[src/sv/matrix_prime_row_sums_col_min_max_unit_assert.svh]
// Assertion macros used by the back end (mprs_back) of the matrix prime unit.
`ifndef MATRIX_PRIME_ROW_SUMS_COL_MIN_MAX_UNIT_ASSERT_SVH
`define MATRIX_PRIME_ROW_SUMS_COL_MIN_MAX_UNIT_ASSERT_SVH

// implication checked at every rising clock edge outside reset
`define MP_ASSERT_IMP(lbl, clk, rst_n, ante, cons, msg) \
  lbl: assert property (@(posedge clk) disable iff (!rst_n) (ante) |-> (cons)) \
    else $error(msg);

// next-cycle implication
`define MP_ASSERT_NXT(lbl, clk, rst_n, ante, cons, msg) \
  lbl: assert property (@(posedge clk) disable iff (!rst_n) (ante) |=> (cons)) \
    else $error(msg);

`endif

[src/sv/mprs_pkg.sv]
// ----------------------------------------------------------------------------
// mprs_pkg
// Shared types and constants of the matrix prime row sum unit.
// ----------------------------------------------------------------------------
`default_nettype none
package mprs_pkg;
  localparam int MaxColumns = 32;
  localparam int ValueBits  = 32;
  localparam int SumBits    = 37;
  localparam int ColBits    = $clog2(MaxColumns);
  localparam int ColCntBits = $clog2(MaxColumns + 1);

  localparam logic [1:0] KindRowSum = 2'd0;
  localparam logic [1:0] KindMax    = 2'd1;
  localparam logic [1:0] KindColMin = 2'd2;

  localparam logic [0:0] RegRowCount = 1'b0;
  localparam logic [0:0] RegColCount = 1'b1;

  localparam logic signed [SumBits-1:0] SumMax = {1'b0, {(SumBits-1){1'b1}}};

  // classified element handed from front to back
  typedef struct packed {
    logic signed [ValueBits-1:0] value;
    logic                        maybe_prime; // candidate for the trial loop
    logic                        sure_prime;  // 2 or 3
  } elem_t;

  typedef enum logic [2:0] {
    BkIdle, BkDiv, BkApply, BkRow, BkMax, BkCol
  } bk_state_e;

  typedef struct packed {
    logic [1:0]          kind;
    logic [15:0]         index;
    logic signed [SumBits-1:0] value;
    logic                last;
  } res_t;
endpackage
`default_nettype wire

[src/sv/mprs_if.sv]
// ----------------------------------------------------------------------------
// mprs_elem_if / mprs_res_if
// Valid/ready channels for elements and results.
// ----------------------------------------------------------------------------
`default_nettype none
interface mprs_elem_if;
  logic        valid;
  logic        ready;
  logic [31:0] element_value;
  modport source (output valid, output element_value, input ready);
  modport sink   (input valid, input element_value, output ready);
endinterface

interface mprs_res_if;
  logic        valid;
  logic        ready;
  logic [1:0]  result_kind;
  logic [15:0] result_index;
  logic [36:0] result_value;
  logic        last_of_run;
  modport source (output valid, output result_kind, output result_index,
                  output result_value, output last_of_run, input ready);
  modport sink   (input valid, input result_kind, input result_index,
                  input result_value, input last_of_run, output ready);
endinterface
`default_nettype wire

[src/sv/matrix_prime_row_sums_col_min_max_unit.sv]
// Elements that need no trial division go straight to the update; each
// trial divisor runs a 32-step remainder in the divider.
// The back end works on one element at a time and takes the next from the
// queue only in its idle state; a prime near 2^31 runs ~15.4k divisions.
// Reset: rst_ni asynchronous, active low; registers return to 1 row/1 column.
// ----------------------------------------------------------------------------
// matrix_prime_row_sums_col_min_max_unit
// Top level: configuration registers, front screener and back executor.
// ----------------------------------------------------------------------------
`default_nettype none
module matrix_prime_row_sums_col_min_max_unit import mprs_pkg::*; (
  input  wire logic clk_i,
  input  wire logic rst_ni,
  input  wire logic cfg_we_i,
  input  wire logic cfg_index_i,
  input  wire logic [15:0] cfg_data_i,
  mprs_elem_if.sink  in_if,
  mprs_res_if.source out_if
);
  logic [15:0] rows_q;
  logic [5:0]  cols_q;
  logic        qv, qpop;
  elem_t       qe;
  res_t        res;

  // configuration writes
  always_ff @(posedge clk_i or negedge rst_ni) begin
    if (!rst_ni) begin
      rows_q <= 16'd1; cols_q <= 6'd1;
    end else if (cfg_we_i) begin
      unique case (cfg_index_i)
        RegRowCount: rows_q <= cfg_data_i;
        RegColCount: cols_q <= cfg_data_i[5:0];
        default: ;
      endcase
    end
  end

  mprs_front u_front (
    .clk_i, .rst_ni, .in_valid_i(in_if.valid), .in_ready_o(in_if.ready),
    .in_value_i(in_if.element_value), .q_valid_o(qv), .q_pop_i(qpop),
    .q_elem_o(qe)
  );

  mprs_back u_back (
    .clk_i, .rst_ni, .row_count_i(rows_q), .col_count_i(cols_q),
    .q_valid_i(qv), .q_pop_o(qpop), .q_elem_i(qe),
    .res_valid_o(out_if.valid), .res_ready_i(out_if.ready), .res_o(res)
  );

  assign out_if.result_kind  = res.kind;
  assign out_if.result_index = res.index;
  assign out_if.result_value = res.value;
  assign out_if.last_of_run  = res.last;
endmodule
`default_nettype wire

[src/sv/mprs_front.sv]
// ----------------------------------------------------------------------------
// mprs_front
// Accepts elements, screens small values and multiples of 2 and 3, and
// queues them for the back end in a two-entry FIFO.
// ----------------------------------------------------------------------------
`default_nettype none
module mprs_front import mprs_pkg::*; (
  input  wire logic  clk_i,
  input  wire logic  rst_ni,
  input  wire logic  in_valid_i,
  output logic       in_ready_o,
  input  wire logic [ValueBits-1:0] in_value_i,
  output logic       q_valid_o,
  input  wire logic  q_pop_i,
  output elem_t      q_elem_o
);
  elem_t      mem_q [2];
  logic       wr_q, rd_q;
  logic [1:0] cnt_q;
  logic signed [ValueBits-1:0] v;
  logic [ValueBits-1:0] n;
  logic [ValueBits-1:0] m3;
  logic       push, pop;
  elem_t      cls;

  assign v = $signed(in_value_i);
  assign n = in_value_i;
  // n mod 3 == 0 via n*0xAAAAAAAB low word <= 0x55555555
  assign m3 = n * 32'hAAAAAAAB;

  always_comb begin
    cls.value       = v;
    cls.sure_prime  = (v == 2) || (v == 3);
    cls.maybe_prime = !cls.sure_prime && (v > 3) && n[0] &&
                      (m3 > 32'h55555555);
  end

  assign in_ready_o = (cnt_q != 2'd2);
  assign q_valid_o  = (cnt_q != 2'd0);
  assign q_elem_o   = mem_q[rd_q];
  assign push = in_valid_i && in_ready_o;
  assign pop  = q_pop_i && q_valid_o;

  always_ff @(posedge clk_i) begin
    if (push) mem_q[wr_q] <= cls;
  end

  always_ff @(posedge clk_i or negedge rst_ni) begin
    if (!rst_ni) begin
      wr_q <= 1'b0; rd_q <= 1'b0; cnt_q <= 2'd0;
    end else begin
      if (push) wr_q <= ~wr_q;
      if (pop)  rd_q <= ~rd_q;
      cnt_q <= cnt_q + {1'b0, push} - {1'b0, pop};
    end
  end
endmodule
`default_nettype wire

[src/sv/mprs_divider.sv]
// ----------------------------------------------------------------------------
// mprs_divider
// Radix-2 restoring remainder unit, one quotient bit per cycle.
// ----------------------------------------------------------------------------
`default_nettype none
module mprs_divider import mprs_pkg::*; (
  input  wire logic clk_i,
  input  wire logic rst_ni,
  input  wire logic start_i,
  input  wire logic [ValueBits-1:0] dividend_i,
  input  wire logic [15:0] divisor_i,
  output logic      done_o,
  output logic      zero_o
);
  localparam int CntBits = $clog2(ValueBits + 1);
  logic [ValueBits-1:0] num_q;
  logic [16:0]          rem_q;
  logic [15:0]          den_q;
  logic [CntBits-1:0]   cnt_q;
  logic                 busy_q, done_q;
  logic [16:0]          sh, df;

  assign sh = {rem_q[15:0], num_q[ValueBits-1]};
  assign df = sh - {1'b0, den_q};
  assign done_o = done_q;
  assign zero_o = (rem_q == 17'd0);

  always_ff @(posedge clk_i) begin
    if (start_i) begin
      num_q <= dividend_i; den_q <= divisor_i; rem_q <= '0;
    end else if (busy_q) begin
      num_q <= {num_q[ValueBits-2:0], 1'b0};
      rem_q <= df[16] ? sh : df;
    end
  end

  always_ff @(posedge clk_i or negedge rst_ni) begin
    if (!rst_ni) begin
      busy_q <= 1'b0; done_q <= 1'b0; cnt_q <= '0;
    end else begin
      done_q <= 1'b0;
      if (start_i) begin
        busy_q <= 1'b1; cnt_q <= CntBits'(ValueBits);
      end else if (busy_q) begin
        cnt_q <= cnt_q - 1'b1;
        if (cnt_q == CntBits'(1)) begin
          busy_q <= 1'b0; done_q <= 1'b1;
        end
      end
    end
  end
endmodule
`default_nettype wire

[src/sv/mprs_back.sv]
// ----------------------------------------------------------------------------
// mprs_back
// Runs the trial division, updates sums and extrema, emits results.
// ----------------------------------------------------------------------------
`default_nettype none
module mprs_back import mprs_pkg::*; (
  input  wire logic  clk_i,
  input  wire logic  rst_ni,
  input  wire logic [15:0] row_count_i,
  input  wire logic [5:0]  col_count_i,
  input  wire logic  q_valid_i,
  output logic       q_pop_o,
  input  wire elem_t q_elem_i,
  output logic       res_valid_o,
  input  wire logic  res_ready_i,
  output res_t       res_o
);
  `include "matrix_prime_row_sums_col_min_max_unit_assert.svh"

  bk_state_e state_q, state_d;
  elem_t     el_q;
  logic [15:0] div_q;
  logic        odd_q;       // testing d+2
  logic        prime_q;
  logic signed [ValueBits-1:0] colmin_q [MaxColumns];
  logic signed [SumBits-1:0] sum_q;
  logic signed [ValueBits-1:0] max_q;
  logic [15:0] row_q;
  logic [ColBits-1:0] colp_q, ci_q;
  logic        ov_q;        // result register occupied
  res_t        out_q;
  logic        dgo_q, dgo_d;

  logic [15:0] rows;
  logic [ColCntBits-1:0] cols;
  logic [ColBits-1:0] col;
  logic        dstart, ddone, dzero;
  logic [15:0] dden;
  logic [32:0] dsq;
  logic        next_ok;     // (d+6)^2 <= n
  logic signed [SumBits:0] nsum;
  logic        last_col, last_row;
  logic        emit;

  assign rows = (row_count_i == 16'd0) ? 16'd1 : row_count_i;
  always_comb begin
    if (col_count_i == 6'd0) cols = ColCntBits'(1);
    else if ({1'b0, col_count_i} > 7'(MaxColumns)) cols = ColCntBits'(MaxColumns);
    else cols = ColCntBits'(col_count_i);
  end
  assign col = ({1'b0, colp_q} < cols) ? colp_q : ColBits'(cols - 1'b1);
  assign last_col = ({1'b0, colp_q} + 1'b1) >= cols;
  assign last_row = (row_q + 16'd1) >= rows;

  assign dden = odd_q ? div_q + 16'd2 : div_q;
  assign dsq  = div_q * div_q;
  assign next_ok = (dsq + 33'd12 * {17'd0, div_q} + 33'd36) <= {1'b0, el_q.value};

  mprs_divider u_div (
    .clk_i, .rst_ni, .start_i(dstart), .dividend_i(el_q.value),
    .divisor_i(dden), .done_o(ddone), .zero_o(dzero)
  );

  assign nsum = {sum_q[SumBits-1], sum_q} + (SumBits+1)'(el_q.value);
  assign res_valid_o = ov_q;
  assign res_o = out_q;
  logic out_free;
  assign out_free = !ov_q || res_ready_i;
  assign emit = out_free &&
                (state_q == BkRow || state_q == BkMax || state_q == BkCol);

  always_comb begin
    state_d = state_q;
    q_pop_o = 1'b0;
    dgo_d   = 1'b0;
    unique case (state_q)
      BkIdle: if (q_valid_i) begin
        q_pop_o = 1'b1;
        // 25 > n needs no division
        if (q_elem_i.maybe_prime && q_elem_i.value >= 32'sd25) begin
          state_d = BkDiv;
          dgo_d   = 1'b1;
        end else begin
          state_d = BkApply;
        end
      end
      BkDiv: if (ddone) begin
        if (dzero || (odd_q && !next_ok)) state_d = BkApply;
        else dgo_d = 1'b1;
      end
      BkApply: if (out_free || !last_col) state_d = last_col ? BkRow : BkIdle;
      BkRow:  if (out_free) state_d = last_row ? BkMax : BkIdle;
      BkMax:  if (out_free) state_d = BkCol;
      BkCol:  if (out_free && ({1'b0, ci_q} + 1'b1 >= cols)) state_d = BkIdle;
      default: state_d = BkIdle;
    endcase
  end

  // divider start pulse: on entering division or after a nonzero remainder with divisors left
  assign dstart = dgo_q;

  always_ff @(posedge clk_i) begin
    if (state_q == BkIdle && q_valid_i) el_q <= q_elem_i;
  end

  // column minimum store
  always_ff @(posedge clk_i) begin
    if (state_q == BkApply && state_d != BkApply &&
        (row_q == 16'd0 || el_q.value < colmin_q[col]))
      colmin_q[col] <= el_q.value;
  end

  always_ff @(posedge clk_i or negedge rst_ni) begin
    if (!rst_ni) begin
      state_q <= BkIdle; div_q <= 16'd5; odd_q <= 1'b0; prime_q <= 1'b0;
      sum_q <= '0; max_q <= {1'b1, {(ValueBits-1){1'b0}}}; row_q <= '0;
      colp_q <= '0; ci_q <= '0; ov_q <= 1'b0; dgo_q <= 1'b0;
      out_q <= '0;
    end else begin
      state_q <= state_d;
      dgo_q   <= dgo_d;
      ov_q    <= emit || (ov_q && !res_ready_i);
      unique case (state_q)
        BkIdle: if (q_valid_i) begin
          div_q <= 16'd5; odd_q <= 1'b0;
          prime_q <= q_elem_i.sure_prime || q_elem_i.maybe_prime;
        end
        BkDiv: if (ddone) begin
          if (dzero) prime_q <= 1'b0;
          else if (!odd_q) odd_q <= 1'b1;
          else if (next_ok) begin
            odd_q <= 1'b0; div_q <= div_q + 16'd6;
          end
        end
        BkApply: if (state_d != BkApply) begin
          if (el_q.value > max_q) max_q <= el_q.value;
          if (prime_q) sum_q <= (nsum > {SumMax[SumBits-1], SumMax}) ? SumMax
                                                              : nsum[SumBits-1:0];
          colp_q <= last_col ? '0 : colp_q + 1'b1;
        end
        BkRow: if (out_free) begin
          out_q <= '{kind: KindRowSum, index: row_q, value: sum_q, last: !last_row};
          sum_q <= '0;
          row_q <= last_row ? row_q : row_q + 16'd1;
        end
        BkMax: if (out_free) begin
          ci_q <= '0;
          out_q <= '{kind: KindMax, index: 16'd0,
                     value: SumBits'(max_q), last: 1'b0};
        end
        BkCol: if (out_free) begin
          out_q <= '{kind: KindColMin, index: 16'(ci_q),
                     value: SumBits'(colmin_q[ci_q]),
                     last: ({1'b0, ci_q} + 1'b1 >= cols)};
          ci_q <= ci_q + 1'b1;
          if ({1'b0, ci_q} + 1'b1 >= cols) begin
            row_q <= '0; sum_q <= '0;
            max_q <= {1'b1, {(ValueBits-1){1'b0}}};
          end
        end
        default: ;
      endcase
    end
  end

  `MP_ASSERT_NXT(a_res_hold, clk_i, rst_ni, ov_q && !res_ready_i, ov_q && $stable(out_q),
                 "result changed while stalled")
  `MP_ASSERT_IMP(a_div_idle, clk_i, rst_ni, ddone, state_q == BkDiv,
                 "divider finished outside trial state")
  `MP_ASSERT_IMP(a_no_pop, clk_i, rst_ni, q_pop_o, state_q == BkIdle,
                 "queue popped while busy")
endmodule
`default_nettype wire

[src/flat_wrapper.sv]
// flat-port wrapper written by rule: the top's interface ports become plain ports
module matrix_prime_row_sums_col_min_max_unit_flat import mprs_pkg::*;
  (clk_i, rst_ni, cfg_we_i, cfg_index_i, cfg_data_i, in_if_valid, in_if_element_value, in_if_ready, out_if_valid, out_if_result_kind, out_if_result_index, out_if_result_value, out_if_last_of_run, out_if_ready);
  mprs_elem_if in_if_i ();
  mprs_res_if out_if_i ();
  input  wire logic clk_i;
  input  wire logic rst_ni;
  input  wire logic cfg_we_i;
  input  wire logic cfg_index_i;
  input  wire logic [15:0] cfg_data_i;
  input wire logic [$bits(in_if_i.valid)-1:0] in_if_valid;
  input wire logic [$bits(in_if_i.element_value)-1:0] in_if_element_value;
  output wire logic [$bits(in_if_i.ready)-1:0] in_if_ready;
  output wire logic [$bits(out_if_i.valid)-1:0] out_if_valid;
  output wire logic [$bits(out_if_i.result_kind)-1:0] out_if_result_kind;
  output wire logic [$bits(out_if_i.result_index)-1:0] out_if_result_index;
  output wire logic [$bits(out_if_i.result_value)-1:0] out_if_result_value;
  output wire logic [$bits(out_if_i.last_of_run)-1:0] out_if_last_of_run;
  input wire logic [$bits(out_if_i.ready)-1:0] out_if_ready;
  assign in_if_i.valid = in_if_valid;
  assign in_if_i.element_value = in_if_element_value;
  assign in_if_ready = in_if_i.ready;
  assign out_if_valid = out_if_i.valid;
  assign out_if_result_kind = out_if_i.result_kind;
  assign out_if_result_index = out_if_i.result_index;
  assign out_if_result_value = out_if_i.result_value;
  assign out_if_last_of_run = out_if_i.last_of_run;
  assign out_if_i.ready = out_if_ready;
  matrix_prime_row_sums_col_min_max_unit u_core (.clk_i(clk_i), .rst_ni(rst_ni), .cfg_we_i(cfg_we_i), .cfg_index_i(cfg_index_i), .cfg_data_i(cfg_data_i), .in_if(in_if_i), .out_if(out_if_i));
endmodule
[config.mk]
export PLATFORM = sky130hd
export DESIGN_NAME = matrix_prime_row_sums_col_min_max_unit_flat
export DESIGN_NICKNAME = d
export VERILOG_FILES = /design/src/sv/mprs_pkg.sv /design/src/sv/mprs_if.sv /design/src/sv/matrix_prime_row_sums_col_min_max_unit.sv /design/src/sv/mprs_front.sv /design/src/sv/mprs_divider.sv /design/src/sv/mprs_back.sv /design/src/flat_wrapper.sv
export VERILOG_INCLUDE_DIRS = /design/src /design/src/sv
export SDC_FILE = /design/constraint.sdc
export NUM_CORES = 2
export LEC_CHECK = 0
export BUFFER_PORTS_ARGS = -buffer_cell sky130_fd_sc_hd__buf_2
export CAP_MARGIN = 0
export CORE_MARGIN = 4
export CORE_UTILIZATION = 40
export CTS_BUF_LIST = sky130_fd_sc_hd__clkbuf_4
export CTS_CLUSTER_SIZE = 25
export DETAILED_ROUTE_END_ITERATION = 8
export PLACE_DENSITY = 0.65
export SKIP_LAST_GASP = 1
export SLEW_MARGIN = 20
export SYNTH_ARGS = -nofsm -noshare
export SYNTH_HDL_FRONTEND = slang
export SYNTH_SLANG_ARGS = --single-unit
[constraint.sdc]
create_clock -name clk_i -period 14.8 [get_ports clk_i]
set_clock_uncertainty 0.15 [all_clocks]
set_input_delay 2.22 -clock clk_i [delete_from_list [all_inputs] [get_ports clk_i]]
set_output_delay 2.22 -clock clk_i [all_outputs]
set_load 0.02 [all_outputs]
==> flow_metrics.env <==
export IMPL_synth_xor_area_share_pct=1.86
export IMPL_hold_viol_final=0
export IMPL_r2r_start="u_core.cols_q[4]$_DFFE_PN0P_"
export IMPL_worst_pin_slew_ps=1210
export IMPL_end_kind="flop"
export IMPL_rows=169
export IMPL_synth_top_flop_cell="edfxtp_1"
export IMPL_r2r_end="u_core.u_back.colmin_q[16][14]$_DFFE_PP_"
export IMPL_clockBufferDepth=4
export IMPL_cts_resized=0
export IMPL_p_int_mw=11.7
export IMPL_timing_setup_tns_ps=0
export IMPL_ys_ff_latch=1397
export IMPL_switchingPower_mw=9.12
export IMPL_dp_worst_setup_slack_ps=4260
export IMPL_grt_pass1_wl_um=392000
export IMPL_async_flop_share_pct=14.9
export IMPL_min_path_cells=2
export IMPL_path_clk_slew_ps=70
export IMPL_cellLeakagePower_nw=36.5
export IMPL_synth_seq_area_share_pct=47.5
export IMPL_synthTopCellsByArea="edfxtp_1 (41%), mux4_2 (10%), fa_1 (8.8%), ha_1 (7.4%), dfrtp_1 (5.9%)"
export IMPL_synth_edff_count=1172
export IMPL_synth_most_common_cell="edfxtp_1"
export IMPL_synth_nets=7411
export IMPL_worst_slack_ps=3990
export IMPL_syn_cell_area_sq_um=85700
export IMPL_antenna_left=0
export IMPL_wire_per_inst_um=27.1
export IMPL_viasPerCell=6.03
export IMPL_cts_sinks=1397
export IMPL_cp_slowest_stage_delay_ps=850
export IMPL_gp_congestion=0.898
export IMPL_synth_top_area_cell="edfxtp_1"
export IMPL_synthSimpleGateAreaFrac_pct=5.26
export IMPL_swShare_pct=43.9
export IMPL_grt_start_max_net_pins=129
export IMPL_core_sq_um=213000
export IMPL_crit_arrival_ps=11480
export IMPL_port_buffers=111
export IMPL_r2r_setup_slack_ps=3990
export IMPL_slowest_stage="nor3_2"
export IMPL_drt_iter0_drc=6971
export IMPL_post_cts_buffers=0
export IMPL_fp_dieArea_sq_um=222000
export IMPL_area_growth_pct=10.1
export IMPL_r2r_cells=28
export IMPL_setup_viol=0
export IMPL_cts_buffers=373
export IMPL_crit_type="flop to flop"
export IMPL_routed_via_count=59400
export IMPL_p_comb_share_pct=58.6
export IMPL_die_w_um=471
export IMPL_synth_cell_type_count=91
export IMPL_dp_hpwl_um=175000
export IMPL_min_period_over_period_pct=73.0
export IMPL_synthMuxAreaShare_pct=14.6
export IMPL_powerDensity_nw_per_um2=220
export IMPL_clockRootBuffer="clkbuf_4"
export IMPL_drive_gt1_share_pct=20.3
export IMPL_crit_required_ps=15470
export IMPL_synth_common_cells="edfxtp_1 (1,172), inv_1 (725), ha_1 (505), mux4_2 (381), fa_1 (378)"
export IMPL_outcome="complete, no violations"
export IMPL_slew_viol_final=0
export IMPL_period_minus_slack_ps=10810
export IMPL_critPathLaunchType="flop"
export IMPL_synth_warnings=0
export IMPL_drt_wl_total_um=267000
export IMPL_dr_pass1_iters=6
export IMPL_pwr_share_clk_pct=15.6
export IMPL_max_slew_margin_pct=19.4
export IMPL_grt_usage_pct=23.6
export IMPL_synth_top_cell_area_share_pct=41.1
export IMPL_synth_cells=6474
export IMPL_dieHeight_um=471
export IMPL_min_to="u_core.u_back.res_o[14]$_DFFE_PN0P_"
export IMPL_path_max_fanout=65
export IMPL_crit_path_frequent_cell="buf_4"
export IMPL_drc=0
export IMPL_antenna_found_initial=14
export IMPL_drv_cap=0
export IMPL_clock_fmax_mhz=92.5
export IMPL_min_path_type="flop to flop"
export IMPL_synthAdderAreaFrac_pct=16.2
export IMPL_total_power_mw=20.8
export IMPL_grt_overflow=0
export IMPL_cts_tree="done"
export IMPL_io_pins=112
export IMPL_nets=7719
export IMPL_synth_compound_area_share_pct=9.79
export IMPL_rsz0062_at_grt="no"
export IMPL_htree_levels=5
export IMPL_grt_pass1_vias=60300
export IMPL_avgSynthCellArea_sq_um=13.2
export IMPL_clk_latency_ps=1370
export IMPL_floorplan_initialDensity_pct=40.3
export IMPL_p_seq_share_pct=25.9
export IMPL_hp_start="u_core.u_back.res_o[14]$_DFFE_PN0P_"
export IMPL_irDropWorstVdd_uv=845
export IMPL_synth_top_family_by_area="adder cells"
export IMPL_cts_hold_buf=0
## cells by family after synthesis
kind of cell / after synthesis
AOI/OAI and AO/OA: 1246
xor gates and xnor gates: 182
muxes: 758
DFF: 1397
and+or+nand+nor: 951
buffers and inverters: 1057
adders and majority gates: 883
## per-layer routing
metal	vias to the layer above	share of wire, %	wire length, um	global-route usage, %
li1	25100	-	-	-
met1	30100	38	103000	31.3
met2	3580	46	122000	36.8
met3	649	11	30200	5.85
met4	0	4.6	12200	10.7
met5	-	0	0	0
## power by group through the flow
stage | sequential (mW) | combinational (mW) | clock (mW)
finish | 5.37 | 12.2 | 3.24
global route | 5.41 | 13.5 | 3.51
CTS | 5.36 | 12.1 | 3.29
detailed placement | 5.44 | 12.0 | 0
global placement | 5.43 | 11.8 | 0
floorplan | 5.49 | 8.61 | 0
## final cells by class
class / instances / area [sq um]
fillers: 19200 / 118000
inverters: 732 / 2750
clock inverters: 83 / 369
well taps: 2821 / 3530
repair buffers: 258 / 1730
diodes: 13 / 32.5
multi-input cells: 4020 / 41300
clock buffers: 525 / 3940
flip-flops and latches: 1397 / 40800
## flip-flops by register name, indices dropped and copies added (netlist names), 17 cells and up
register / flops
u_core.u_back.colmin_q: 1024
u_core.u_front.mem_q: 68
u_core.u_back.res_o: 56
u_core.u_back.sum_q: 37
u_core.u_back.el_q: 32
u_core.u_back.max_q: 32
u_core.u_back.u_div.num_q: 32
u_core.u_back.u_div.rem_q: 17
## layout by cell type, fill, tap and decap left out, types with 49 or more instances in the layout
master	instances
a211oi_1	94
a21o_1	97
a21oi_1	300
a22oi_1	117
buf_2	110
buf_4	142
clkbuf_4	525
clkinv_1	66
dfrtp_1	196
edfxtp_1	1172
fa_1	378
ha_1	505
inv_1	724
mux2_2	141
mux2i_1	235
mux4_2	381
nand2_1	339
nand3_1	60
nor2_1	220
o21ai_0	195
o221ai_1	66
o22ai_1	70
xnor2_1	133
xor2_1	49
## how the worst max path moves through the flow
| stage | depth (start not counted) | startpoint | slack, ps | end |
|---|---|---|---|---|
| 3_5_place_dp | 28 | u_core.cols_q[4]$_DFFE_PN0P_ | 4260 | u_core.u_back.colmin_q[16][14]$_DFFE_PP_ |
| 3_3_place_gp | 45 | u_core.u_back.div_q[1]$_DFFE_PN0P_ | 4220 | u_core.u_back.div_q[1]$_DFFE_PN0P_ |
| 5_1_grt | 45 | u_core.u_back.div_q[1]$_DFFE_PN0P_ | 3420 | u_core.u_back.div_q[1]$_DFFE_PN0P_ |
| 6_report | 28 | u_core.cols_q[4]$_DFFE_PN0P_ | 3990 | u_core.u_back.colmin_q[16][14]$_DFFE_PP_ |
| 4_1_cts | 28 | u_core.cols_q[4]$_DFFE_PN0P_ | 4130 | u_core.u_back.colmin_q[16][11]$_DFFE_PP_ |
| 2_1_floorplan | 44 | u_core.u_back.div_q[2]$_DFFE_PN1P_ | 5440 | u_core.u_back.div_q[14]$_DFFE_PN0P_ |
## worst max-delay path: cells and delay by family, from the launching register on
| family | cells | cell delay, ps |
|---|---|---|
| AND/OR/NAND/NOR | 4 | 1270 |
| multiplexers | 2 | 780 |
| flip-flops | 1 | 450 |
| buffers and inverters | 5 | 2670 |
| AO/OA/AOI/OAI | 15 | 4390 |
| adder cells (fa/ha/maj) | 2 | 470 |
## through the flow
step / cell area (sq um) / instances / util [%] / hold WS [ps]
finish: 94400 / 9849 / 44.4 / 326
global route: 94400 / 9842 / 44.4 / 364
CTS: 94300 / 9836 / 44.4 / 333
detailed placement: 90000 / 9228 / 42.4 / 320
global placement: 90000 / 9228 / 42.4 / 309
floorplan: 85700 / 6474 / - / 311
Note: power is estimated with default switching activity, not from simulation.
